$ cat config.mk
export PLATFORM = sky130hd
export DESIGN_NAME = bba_cell
export DESIGN_NICKNAME = d
export VERILOG_FILES = /design/src/rtl/core/bba_pkg.sv /design/src/rtl/core/bba_cell.sv
export SDC_FILE = /design/constraint.sdc
export NUM_CORES = 1
export LEC_CHECK = 0
export ABC_AREA = 1
export BUFFER_PORTS_ARGS = -buffer_cell sky130_fd_sc_hd__buf_2
export CAP_MARGIN = 10
export CORE_UTILIZATION = 30
export DETAILED_ROUTE_END_ITERATION = 10
export PLACE_DENSITY = 0.59
export REMOVE_ABC_BUFFERS = 1
export SLEW_MARGIN = 25
export SYNTH_ARGS = -nofsm -noshare
export SYNTH_HDL_FRONTEND = slang
export SYNTH_SLANG_ARGS = --single-unit
$ cat constraint.sdc
create_clock -name clk -period 1.54 [get_ports clk]
set_input_delay 0.154 -clock clk [delete_from_list [all_inputs] [get_ports clk]]
set_output_delay 0.154 -clock clk [all_outputs]
set_load 0.02 [all_outputs]
$ cat src/rtl/core/bba_pkg.sv
// Shared types and constants for the bitmap block allocator.
package bba_pkg;

	localparam int unsigned DEF_MAX_BLOCKS  = 256;
	localparam int unsigned DEF_BLOCK_BYTES = 32;
	localparam int unsigned CNT_W           = 11;
	localparam int unsigned RB_W            = 23;
	localparam int unsigned NEED_W          = 17;
	localparam int unsigned CFG_W           = 9;
	localparam logic [CFG_W-1:0]  MB_RESET     = 9'd256;
	localparam logic [NEED_W-1:0] HEADER_BYTES = 17'd4;
	localparam logic [15:0]       REF_MAX      = 16'hFFFF;

	localparam logic [1:0] FUNC_ALLOC   = 2'd0;
	localparam logic [1:0] FUNC_RETAIN  = 2'd1;
	localparam logic [1:0] FUNC_RELEASE = 2'd2;
	localparam logic [1:0] FUNC_QUERY   = 2'd3;

	localparam logic [1:0] ST_DONE     = 2'd0;
	localparam logic [1:0] ST_OOM      = 2'd1;
	localparam logic [1:0] ST_RELEASED = 2'd2;

	typedef enum logic {MODE_ALLOC, MODE_REL} mode_t;

	typedef struct packed {
		logic [1:0]  func;
		logic [15:0] alloc_size;
		logic [7:0]  handle;
	} req_t;

	typedef struct packed {
		logic [1:0]  status;
		logic [7:0]  alloc_handle;
		logic [13:0] free_bytes;
	} rsp_t;

	typedef struct packed {
		mode_t             mode;
		logic              init;
		logic              mark;
		logic [CNT_W-1:0]  n;
		logic [CNT_W-1:0]  lo;
		logic [CNT_W-1:0]  hi;
		logic [NEED_W-1:0] need_bytes;
	} bcast_t;

	typedef struct packed {
		logic             valid;
		logic             done;
		logic [CNT_W-1:0] run;
		logic [RB_W-1:0]  runb;
		logic [CNT_W-1:0] first;
	} tok_t;

endpackage

$ cat src/rtl/core/bba_cell.sv
// One pool block: free bit plus the scan/release beat passing through it.
module bba_cell #(
	parameter int unsigned IDX         = 0,
	parameter int unsigned BLOCK_BYTES = 32
) (
	input  logic            clk,
	input  logic            arst_n,
	input  bba_pkg::bcast_t bc,
	input  bba_pkg::tok_t   tok_in,
	output bba_pkg::tok_t   tok_out
);
	import bba_pkg::*;

	localparam logic [CNT_W-1:0] ME = CNT_W'(IDX);

	logic             free_q;
	tok_t             tok_q;
	tok_t             nxt;
	logic             active;
	logic             in_rng;
	logic [CNT_W-1:0] run_inc;
	logic [RB_W-1:0]  runb_inc;

	assign active   = ME < bc.n;
	assign in_rng   = (ME >= bc.lo) && (ME < bc.hi);
	assign run_inc  = tok_in.run + CNT_W'(1);
	assign runb_inc = tok_in.runb + RB_W'(BLOCK_BYTES);

	always_comb begin
		nxt = tok_in;
		if (tok_in.valid && active) begin
			unique case (bc.mode)
				MODE_ALLOC: begin
					if (!tok_in.done) begin
						if (free_q) begin
							nxt.run  = run_inc;
							nxt.runb = runb_inc;
							if (runb_inc >= RB_W'(bc.need_bytes)) begin
								nxt.done  = 1'b1;
								nxt.first = ME + CNT_W'(1) - run_inc;
							end
						end else begin
							nxt.run  = '0;
							nxt.runb = '0;
						end
					end
				end
				MODE_REL: begin
					if (in_rng && !free_q) begin
						nxt.run = run_inc;
					end
				end
				default: nxt = tok_in;
			endcase
		end
	end

	always_ff @(posedge clk or negedge arst_n) begin
		if (!arst_n) begin
			free_q <= 1'b1;
			tok_q  <= '0;
		end else begin
			tok_q <= nxt;
			if (bc.init) begin
				free_q <= 1'b1;
			end else if (bc.mark && in_rng) begin
				free_q <= 1'b0;
			end else if (tok_in.valid && active && bc.mode == MODE_REL && in_rng) begin
				free_q <= 1'b1;
			end
		end
	end

	assign tok_out = tok_q;

endmodule

# [Yosys cells after proc, flatten, opt, wreduce, memory -nomap -nowiden]
# Cells that the tools add are included.
[word_totals] reg_bits=48 latchBits=0 mem_bits_rw=0 mem_bits_ro=0 output_inout_bits=47 elab_cells=36 mem_count=0
[op_classes] addsub=3 mul=0 div=0 order_cmp=4 eq_ne=0 shifts=0 muxes=14 bitwise=1 n_reduce_logical=8
[ops] operator="2-to-1 mux 46 bit" n=2
[ops] operator="2-to-1 mux 34 bit" n=2
[ops] operator="2-to-1 mux 11 bit" n=3
[ops] operator="adder 23 x 6 -> 23 bit (second input constant)" n=1
[ops] operator=">= comparator 23 x 17 -> 1 bit" n=1
[ops] operator="less-than comparator 1 x 11 -> 1 bit (first input constant)" n=2
[ops] operator="one-hot mux 11 bit (2 select lines)" n=1
[ops] operator="adder 11 x 1 -> 11 bit (second input constant)" n=1
[ops] operator=">= comparator 1 x 11 -> 1 bit (first input constant)" n=1
[ops] operator="subtractor 1 x 11 -> 11 bit (first input constant)" n=1
[ops] operator="logical AND 1 bit" n=6
[ops] operator="2-to-1 mux 1 bit" n=6
[ops] operator="nonzero test 3 bit" n=1
[ops] operator="zero test 1 bit" n=1
[ops] operator="NOT 1 bit" n=1

# [Depth between registers and ports, before layout]
# Gate-level depths: netlist of the first run.
[logic_depth] word_depth=7 ltp_mapped=17 mapped_depth_nobuf=17

# [Worst setup path before layout of the first run]
# OpenSTA, ideal clock, no wires.
[synth_timing] path_type="input-to-reg" startpoint="in tok_in[22] in the netlist's numbering" endpoint="reg tok_q, in the netlist tok_out[10]" setup_ps=119 t_arrival_ps=2223 required_time_ps=1421 setup_slack_ps=-803 stages=17 cell_sequence="nand2_1 -> nor2_4 -> nand2_1 -> nor4_1 -> xor2_1 -> inv_1 -> ha_1 -> nand4_1 -> nor2_1 -> nand2_1 -> o21ai_0 -> nor2_4 -> nand4_4 -> nand2_4 -> buf_12 -> nand2_2 -> nand2_1"
[synth_lines] element="start: declaration" line="bba_cell.sv:9" text="input bba_pkg::tok_t tok_in,"
[synth_lines] element="end signal: assignment" line="bba_cell.sv:63" text="tok_q <= nxt;"
[synth_lines] element="end: declaration" line="bba_cell.sv:17" text="tok_t tok_q;"

==> results of run 1 <==
stage by stage:
step	setup TNS, ns	util, %	hold WS (ns)
after floorplan	-8.96	-	-0.142
after global placement	-12.62	45.6	0.163
after detailed placement	-13.44	45.6	0.166
after CTS	-5.56	50.4	0.0158
after global routing	-7.35	52.1	0.0315
final	-5.95	52.1	0.0303
power breakdown:
group	leakage [nW]	internal (mW)	switching, mW
combinational	2.43	0.550	0.662
sequential	0.563	1.35	0.0220
clock	0.0552	0.483	0.430
total	3.05	2.38	1.11
Yosys cell counts, drive strengths merged:
master / count / area, µm²
nand2: 121 / 484
inv: 71 / 267
dfrtp: 47 / 1180
nor2: 45 / 214
nand3: 37 / 200
o21ai: 22 / 136
ha: 20 / 250
xor2: 16 / 140
nand4: 13 / 103
o22ai: 11 / 68.8
nor3: 10 / 60.1
a21oi: 9 / 45.0
nor4: 6 / 37.5
clkbuf: 5 / 18.8
a22o: 3 / 26.3
clkinv: 3 / 11.3
o21a: 2 / 15.0
a21o: 1 / 7.51
buf: 1 / 20.0
dfstp: 1 / 26.3
nand3b: 1 / 7.51
xnor2: 1 / 8.76
registers in the layout, indices dropped and copies added, names as in the netlist:
signal / count
tok_out: 47
free_q: 1
cell families after synthesis:
logic type                 Yosys count  synth area share (%)
and+or+nand+nor                    233                  33.3
DFF                                 48                  36.2
xor gates and xnor gates            17                  4.48
adders and majority gates           20                  7.53
buffers and inverters               80                  9.53
AOI/OAI and AO/OA                   48                  9.00
tightest hold or removal path: cells and delay by family:
family	cells	cell delay, ns
buf+inv	2	0.14
simple gates	1	0.04
cell type report:
type | count | area (µm²) | share of cell area, %
multi-input cells | 321 | 2140 | 38.0
repair buffers | 260 | 1710 | 30.5
flip-flops and latches | 48 | 1200 | 21.4
inverters | 74 | 290 | 5.16
well taps | 140 | 175 | 3.11
clock buffers | 6 | 72.6 | 1.29
clock inverters | 2 | 35.0 | 0.623
layout by cell type, fill, tap and decap left out, drive strengths merged:
| cell type | netlist | layout |
|---|---|---|
| a21o | 1 | 1 |
| a21oi | 9 | 9 |
| a22o | 3 | 3 |
| buf | 1 | 258 |
| bufinv | 0 | 1 |
| clkbuf | 5 | 6 |
| clkinv | 3 | 3 |
| dfrtp | 47 | 47 |
| dfstp | 1 | 1 |
| dlygate4sd3 | 0 | 2 |
| ha | 20 | 20 |
| inv | 71 | 72 |
| nand2 | 121 | 124 |
| nand3 | 37 | 37 |
| nand3b | 1 | 1 |
| nand4 | 13 | 13 |
| nor2 | 45 | 45 |
| nor3 | 10 | 10 |
| nor4 | 6 | 6 |
| o21a | 2 | 2 |
| o21ai | 22 | 22 |
| o22ai | 11 | 11 |
| xnor2 | 1 | 1 |
| xor2 | 16 | 16 |
timing repair:
item,CTS,global route
gates cloned,2,1
resized for setup,67,32
hold buffers,2,0
setup endpoints to repair,12,14
setup buffers,12,4
pin swaps,25,5
endpoints found under the hold margin,48,0
routing by layer:
layer | part of all wire (%) | vias up | track usage, %
li1 | - | 1968 | -
met4 | 1.6 | 0 | 5.77
met1 | 42 | 1736 | 22.9
met3 | 5.1 | 15 | 3.45
met5 | 0 | - | 0
met2 | 52 | 116 | 36.9
worst min-delay path by stage:
stage            from  depth (start not counted)               endpoint
3_5_place_dp   arst_n                          2  tok_out[41]$_DFF_PN0_
2_1_floorplan  arst_n                          0   tok_out[0]$_DFF_PN0_
6_report       bc[51]                          3     free_q$_DFFE_PN1P_
5_1_grt        bc[51]                          3     free_q$_DFFE_PN1P_
3_3_place_gp   arst_n                          2  tok_out[40]$_DFF_PN0_
4_1_cts        bc[51]                          3     free_q$_DFFE_PN1P_
==> flow_metrics.env, run 1 <==
export IMPL_outcome="finished, violations left"
export IMPL_violations="negative setup slack"
export IMPL_core_area_um2=10800
export IMPL_cts_tree="yes"
export IMPL_rsz0062_at_grt="true"
export IMPL_stdcell_area_um2=5620
export IMPL_pin_count=149
export IMPL_crit_path_max_incr_delay_ns=0.32
export IMPL_gp_congestion=0.906
export IMPL_slowest_stage="ha_1"
export IMPL_fmax_ghz=0.484
export IMPL_place_hpwl_um=8760
export IMPL_nets=832
export IMPL_place_inst=822
export IMPL_finClkSkew_ns=0.00913
export IMPL_tightestPinTransition_ns=0.409
export IMPL_drt_iter0_markers=103
export IMPL_synthCells=446
export IMPL_holdCritPathClass="in -> reg"
export IMPL_grt_max_degree=49
export IMPL_avgSynthCellArea_um2=7.45
export IMPL_ys_seq_elements=48
export IMPL_grtUsageTotal_pct=19.8
export IMPL_seq_area_frac_synth_pct=36.2
export IMPL_via_per_inst=4.51
export IMPL_cts_max_level=2
export IMPL_cp_start_kind="input pin"
export IMPL_min_period_ns=2.07
export IMPL_clock_latency_ns=0.31
export IMPL_worst_r2r_endpoint="tok_out[10]$_DFF_PN0_"
export IMPL_grt_pass1_vias=3831
export IMPL_clock_sinks=48
export IMPL_irDropWorstVdd_uv=455
export IMPL_finalHoldViolCount=0
export IMPL_cp_required_ns=1.73
export IMPL_criticalPathCategory="in -> reg"
export IMPL_path_cells="buf_8, ha_4, buf_4, nand3_4, nor2_4, xor2_2, ha_1, nand2_2, nor4_2, nand4_2, nand4_4, buf_6, nand2_8, nand2_2, o21ai_2"
export IMPL_cts_buffers_inserted=5
export IMPL_reg2reg_depth=8
export IMPL_ys_types=32
export IMPL_powerDensity_nw_per_um2=621
export IMPL_drive_gt1_share_pct=48.8
export IMPL_cp_max_fo=5
export IMPL_critPathTopFamily="simple AND/OR/NAND/NOR gates"
export IMPL_fin_cells=851
export IMPL_rows=38
export IMPL_cp_arrival_ns=2.25
export IMPL_crit_buf_inv=3
export IMPL_total_power_mw=3.49
export IMPL_r2r_slack_ns=0.08
export IMPL_fill_cells=1039
export IMPL_r2r_start="free_q$_DFFE_PN1P_"
export IMPL_setup_viol_count_final=12
export IMPL_diodes=0
export IMPL_preCtsSetupSlack_ns=-1.10
export IMPL_wl_per_cell_um=13.2
export IMPL_numPortBuffers=148
export IMPL_endpoint_kind="flop"
export IMPL_die_w_um=107
export IMPL_path_depth=15
export IMPL_timing_final_crit_share_pct=134
export IMPL_grt_first_pass_wirelength_um=17600
export IMPL_via_count=3835
export IMPL_yosys_warnings=0
export IMPL_detail_route_antenna_nets=0
export IMPL_leakage_nw=3.05
export IMPL_setup_worst_path_start="tok_in[17]"
export IMPL_place_area_um2=4920
export IMPL_maxSlewViolCount=0
export IMPL_routed_wl_um=11200
export IMPL_max_slew_margin_pct=72.7
export IMPL_initial_core_util_pct=30.8
export IMPL_cp_common_cell="nand2_2"
export IMPL_netlist_area_um2=3320
export IMPL_grt_overflow=0
export IMPL_path_clk_slew_ns=0.09
export IMPL_root_buffer="clkbuf_8"
export IMPL_max_cap_viol_count=0
export IMPL_antenna_found_initial=0
export IMPL_cts_buffer_depth=2
export IMPL_crit_end="tok_out[3]$_DFF_PN0_"
export IMPL_die_height_um=107
export IMPL_area_growth_pct=69.2
export IMPL_drcViolationCount=0
export IMPL_drt_pass1_iterations=4
export IMPL_setup_slack_ns=-0.526
export IMPL_dieArea_um2=11500
No activity file was read; power rests on OpenSTA's default activity.
==> run 2, diff against run 1 <==
--- a/config.mk
+++ b/config.mk
@@ -10,7 +10,8 @@
 export CAP_MARGIN = 10
 export CORE_UTILIZATION = 30
 export DETAILED_ROUTE_END_ITERATION = 10
-export PLACE_DENSITY = 0.59
+export HOLD_SLACK_MARGIN = 0.06
+export PLACE_DENSITY = 0.63
 export REMOVE_ABC_BUFFERS = 1
 export SLEW_MARGIN = 25
 export SYNTH_ARGS = -nofsm -noshare
==> flow_metrics.env, run 2 (synthesis results as in run 1) <==
export IMPL_cp_common_cell="nand2_4"
export IMPL_wl_per_cell_um=12.9
export IMPL_dieArea_um2=11500
export IMPL_fin_cells=872
export IMPL_pin_count=149
export IMPL_min_period_ns=2.09
export IMPL_fill_cells=976
export IMPL_place_hpwl_um=8920
export IMPL_clock_sinks=48
export IMPL_cts_tree="yes"
export IMPL_root_buffer="clkbuf_8"
export IMPL_irDropWorstVdd_uv=415
export IMPL_via_count=3877
export IMPL_r2r_start="free_q$_DFFE_PN1P_"
export IMPL_path_cells="buf_6, nand2_4, nor2_4, nand2_4, nor4_4, xor2_1, inv_1, ha_4, nand4_1, nor2_1, nand2_1, o21ai_2, nor2_4, nand4_4, buf_6, nand2_4, nand2_1, o21ai_2"
export IMPL_cp_max_fo=4
export IMPL_timing_final_crit_share_pct=136
export IMPL_clockPowerShare_pct=27.8
export IMPL_p_int_mw=2.51
export IMPL_drt_pass1_iterations=4
export IMPL_cp_arrival_ns=2.28
export IMPL_gp_congestion=0.914
export IMPL_core_area_um2=10800
export IMPL_cts_buffers_inserted=5
export IMPL_cts_max_level=2
export IMPL_numPortBuffers=148
export IMPL_area_growth_pct=75.6
export IMPL_nets=853
export IMPL_grt_first_pass_wirelength_um=18000
export IMPL_violations="negative setup slack"
export IMPL_endpoint_kind="flop"
export IMPL_finalHoldViolCount=0
export IMPL_p_seq_share_pct=37.4
export IMPL_multi_input_area_um2=2150
export IMPL_path_clk_slew_ns=0.08
export IMPL_most_common_layout_cells="buf_2, buf_4, nand2_1"
export IMPL_total_power_mw=3.65
export IMPL_setup_worst_path_start="tok_in[19]"
export IMPL_rows=38
export IMPL_place_inst=833
export IMPL_clock_latency_ns=0.32
export IMPL_maxSlewViolCount=0
export IMPL_powerDensity_nw_per_um2=625
export IMPL_p_sw_mw=1.14
export IMPL_grt_max_degree=25
export IMPL_hp_start="tok_in[3]"
export IMPL_fmax_ghz=0.479
export IMPL_tightestPinTransition_ns=0.410
export IMPL_final_common_cell="buf_2"
export IMPL_max_slew_margin_pct=72.4
export IMPL_grtUsageTotal_pct=20.1
export IMPL_seqCellArea_um2=1200
export IMPL_finClkSkew_ns=0.0154
export IMPL_cts_buffer_depth=2
export IMPL_criticalPathCategory="in -> reg"
export IMPL_diodes=0
export IMPL_setup_slack_ns=-0.547
export IMPL_drcViolationCount=0
export IMPL_largest_reg_flops=47
export IMPL_outcome="finished, violations left"
export IMPL_grt_overflow=0
export IMPL_detail_route_antenna_nets=0
export IMPL_slowest_stage="ha_4"
export IMPL_die_w_um=107
export IMPL_comb_power_share_pct=34.7
export IMPL_drt_iter0_markers=116
export IMPL_cp_required_ns=1.74
export IMPL_die_height_um=107
export IMPL_switching_share_pct=31.2
export IMPL_antenna_found_initial=0
export IMPL_max_cap_viol_count=0
export IMPL_via_per_inst=4.45
export IMPL_grt_pass1_vias=3835
export IMPL_drive_gt1_share_pct=48.6
export IMPL_crit_path_max_incr_delay_ns=0.29
export IMPL_holdCritPathClass="in -> reg"
export IMPL_rsz0062_at_grt="true"
export IMPL_cp_start_kind="input pin"
export IMPL_setup_viol_count_final=12
export IMPL_routed_wl_um=11300
export IMPL_initial_core_util_pct=30.8
export IMPL_leakage_nw=3.15
run 2: changes by cell type in the layout (fill, tap and decap cells not counted), moves of 6 or more:
| cell | delta |
|---|---|
| nand2_2 | -6 |
| dlygate4sd3_1 | +9 |
| buf_4 | +11 |
| nand2_1 | +7 |
run 2: critical path, delay by kind of cell:
kind,cells,cell delay [ns]
AO/OA/AOI/OAI,2,0.22
AND/OR/NAND/NOR,11,0.98
buffers and inverters,3,0.37
adder cells (fa/ha/maj),1,0.29
XOR/XNOR,1,0.24
run 2: cell type report:
class / instances / share of cell area [%]
Tap cell: 140 / 3.00
Timing Repair Buffer: 281 / 32.5
Multi-Input combinational cell: 321 / 36.9
Clock buffer: 7 / 1.65
Sequential cell: 48 / 20.6
Clock inverter: 1 / 0.515
Inverter: 74 / 4.85
run 2: layer usage:
metal | track usage [%] | part of all wire [%] | up-vias
li1 | - | - | 2003
met1 | 24.8 | 44 | 1743
met2 | 34.7 | 49 | 107
met3 | 3.27 | 3.9 | 24
met4 | 8.12 | 2.8 | 0
met5 | 0 | 0 | -
run 2: per-stage QoR:
| stage | cell area, µm² | utilization [%] | hold slack (ns) | setup WS (ns) | TNS (ns) |
|---|---|---|---|---|---|
| after global routing | 5840 | 54.1 | 0.0681 | -0.677 | -7.76 |
| final | 5840 | 54.1 | 0.0734 | -0.547 | -6.30 |
| after detailed placement | 5010 | 46.5 | 0.108 | -1.05 | -12.76 |
| after floorplan | 3280 | - | -0.142 | -0.771 | -8.96 |
| after CTS | 5680 | 52.6 | 0.0651 | -0.453 | -5.30 |
| after global placement | 5010 | 46.5 | 0.110 | -1.01 | -11.72 |
run 2: path summary, 6_finish.rpt:
check / depth (start not counted) / endpoint / slack [ns]
max reg2reg: 8 / tok_out[26]$_DFF_PN0_ / 0.12
min in group asynchronous: 2 / tok_out[22]$_DFF_PN0_ / 0.28
min reg2reg: 2 / tok_out[45]$_DFF_PN0_ / 0.54
max in group asynchronous: 3 / free_q$_DFFE_PN1P_ / 0.66
min: 3 / tok_out[3]$_DFF_PN0_ / 0.07
max: 18 / tok_out[0]$_DFF_PN0_ / -0.55
run 2: repair_timing:
item / 4_1_cts / 5_1_grt
hold buffers: 11 / 0
hold endpoints to repair: 22 / 0
setup endpoints to repair: 12 / 15
gates resized for setup: 74 / 16
cloned: 2 / 1
setup buffers: 10 / 9
pin swaps: 36 / 17
run 2: power by group through the flow:
stage | combinational (mW) | sequential (mW) | clock [mW]
floorplan | 0.376 | 1.52 | 0
global placement | 1.08 | 1.39 | 0
detailed placement | 1.09 | 1.39 | 0
CTS | 1.24 | 1.37 | 1.04
global route | 1.39 | 1.38 | 1.09
finish | 1.27 | 1.37 | 1.02
==> run 3, diff against run 2 <==
--- a/config.mk
+++ b/config.mk
@@ -8,11 +8,14 @@
 export ABC_AREA = 1
 export BUFFER_PORTS_ARGS = -buffer_cell sky130_fd_sc_hd__buf_2
 export CAP_MARGIN = 10
+export CELL_PAD_IN_SITES_DETAIL_PLACEMENT = 1
+export CELL_PAD_IN_SITES_GLOBAL_PLACEMENT = 1
 export CORE_UTILIZATION = 30
 export DETAILED_ROUTE_END_ITERATION = 10
 export HOLD_SLACK_MARGIN = 0.06
-export PLACE_DENSITY = 0.63
+export PLACE_DENSITY = 0.83
 export REMOVE_ABC_BUFFERS = 1
+export SETUP_SLACK_MARGIN = 0.1
 export SLEW_MARGIN = 25
 export SYNTH_ARGS = -nofsm -noshare
 export SYNTH_HDL_FRONTEND = slang
==> flow_metrics.env, run 3 (synthesis results as in run 1) <==
export IMPL_cp_start_kind="input pin"
export IMPL_wl_per_cell_um=18.7
export IMPL_criticalPathCategory="in -> reg"
export IMPL_routed_wl_um=16200
export IMPL_cts_buffer_depth=2
export IMPL_via_count=4291
export IMPL_max_cap_viol_count=0
export IMPL_dieArea_um2=11500
export IMPL_drive_gt1_share_pct=49.7
export IMPL_diodes=0
export IMPL_timing_final_crit_share_pct=151
export IMPL_grt_first_pass_wirelength_um=22000
export IMPL_area_growth_pct=76.5
export IMPL_antenna_found_initial=0
export IMPL_via_per_inst=4.96
export IMPL_die_w_um=107
export IMPL_most_common_layout_cells="buf_2, buf_4, nand2_1"
export IMPL_drcViolationCount=0
export IMPL_numPortBuffers=148
export IMPL_min_period_ns=2.32
export IMPL_grtUsageTotal_pct=25.0
export IMPL_leakage_nw=3.13
export IMPL_use_met1_pct=27.3
export IMPL_setup_slack_ns=-0.782
export IMPL_violations="negative setup slack"
export IMPL_tns_ns=-8.59
export IMPL_powerDensity_nw_per_um2=642
export IMPL_cts_tree="yes"
export IMPL_rows=38
export IMPL_gr_usage_met3_pct=3.69
export IMPL_initial_core_util_pct=30.8
export IMPL_endpoint_kind="flop"
export IMPL_grt_use_met2_pct=46.8
export IMPL_die_height_um=107
export IMPL_grt_busiest_layer="met2"
export IMPL_place_hpwl_um=10400
export IMPL_rsz0062_at_grt="true"
export IMPL_cp_max_fo=4
export IMPL_cp_required_ns=1.75
export IMPL_grt_pass1_vias=4530
export IMPL_total_power_mw=3.77
export IMPL_path_clk_slew_ns=0.10
export IMPL_setup_viol_count_final=12
export IMPL_tightestPinTransition_ns=0.393
export IMPL_nets=846
export IMPL_final_util_pct=54.4
export IMPL_cts_buffers_inserted=5
export IMPL_cts_max_level=2
export IMPL_irDropWorstVdd_uv=423
export IMPL_pin_count=149
export IMPL_drt_pass1_iterations=4
export IMPL_holdCritPathClass="in -> reg"
export IMPL_fmax_ghz=0.431
export IMPL_finalHoldViolCount=0
export IMPL_root_buffer="clkbuf_8"
export IMPL_drt_iter0_markers=164
export IMPL_maxSlewViolCount=0
export IMPL_core_area_um2=10800
export IMPL_outcome="finished, violations left"
export IMPL_grt_overflow=0
export IMPL_detail_route_antenna_nets=0
export IMPL_max_slew_margin_pct=73.8
export IMPL_grt_max_degree=35
export IMPL_clock_latency_ns=0.31
export IMPL_final_common_cell="buf_2"
export IMPL_largest_reg_flops=47
export IMPL_finClkSkew_ns=0.00765
export IMPL_cp_arrival_ns=2.53
export IMPL_gp_congestion=0.887
export IMPL_clock_sinks=48
-- run 3: cell count changes in the layout (fill, tap and decap cells not counted), moves of 3 or more --
cell,before,now
nand2_2,13,21
buf_6,16,11
a21oi_1,6,9
nor2_2,1,4
nand2_1,99,89
a21oi_2,3,0
buf_4,111,105
-- run 3: area by class of cell --
| class | instances | area (µm²) |
|---|---|---|
| clock inverters | 1 | 30.0 |
| repair buffers | 274 | 1860 |
| clock buffers | 7 | 96.3 |
| multi-input cells | 321 | 2220 |
| fillers | 1365 | 4930 |
| inverters | 74 | 289 |
| well taps | 140 | 175 |
| flip-flops and latches | 48 | 1200 |
-- run 3: timing repair --
action                                 in CTS  in global routing
gates resized for setup                    59                 52
setup buffers                              11                 17
endpoints found under the hold margin      22                  3
hold buffers                                9                  3
setup endpoints to repair                  13                 32
gates cloned                                1                  2
pin swaps                                  26                 34
-- run 3: layer usage --
metal  up-vias  routed length [µm]
met5         -                   0
met4         0                 642
met3        54                 774
met2       181                8890
met1      2068                5860
li1       1988                   -
-- run 3: power by group --
group          leakage [nW]  total, mW  switching [mW]  internal (mW)
Sequential            0.563       1.37          0.0273           1.35
Combinational          2.50       1.34           0.758          0.586
Clock                0.0645       1.05           0.475          0.574
-- run 3: worst paths after layout --
| path | start | endpoint | slack (ns) | depth (start not counted) |
|---|---|---|---|---|
| worst max-delay path | tok_in[20] | tok_out[6]$_DFF_PN0_ | -0.78 | 18 |
| worst min-delay path | tok_in[15] | tok_out[15]$_DFF_PN0_ | 0.06 | 3 |
| worst max register to register | free_q$_DFFE_PN1P_ | tok_out[6]$_DFF_PN0_ | 0.12 | 7 |
| worst min register to register | free_q$_DFFE_PN1P_ | tok_out[45]$_DFF_PN0_ | 0.67 | 3 |
| max in group asynchronous | arst_n | tok_out[22]$_DFF_PN0_ | 0.74 | 3 |
| min in group asynchronous | arst_n | tok_out[42]$_DFF_PN0_ | 0.27 | 2 |
-- run 3: metrics by stage --
stage	hold slack [ns]	cells	setup WS, ns	instance area [µm²]
after floorplan	-0.142	440	-0.771	3280
after global routing	0.0665	865	-0.853	5870
final	0.0620	865	-0.782	5870
after detailed placement	0.0989	814	-1.18	4860
after global placement	0.0909	814	-1.03	4860
after CTS	0.0603	843	-0.571	5420
-- run 3: worst max-delay path: stages --
cell and delay (ns):
buf_6 0.10, nand2_4 0.06, buf_4 0.15, nor2_4 0.13, xor2_2 0.23, inv_1 0.10
ha_4 0.28, nand2_2 0.09, nor3_2 0.21, nand2_1 0.11, o21ai_1 0.18, buf_4 0.15
nor2_4 0.03, nand4_4 0.13, buf_8 0.16, nand2_8 0.08, nand2_2 0.08, o21ai_2 0.08
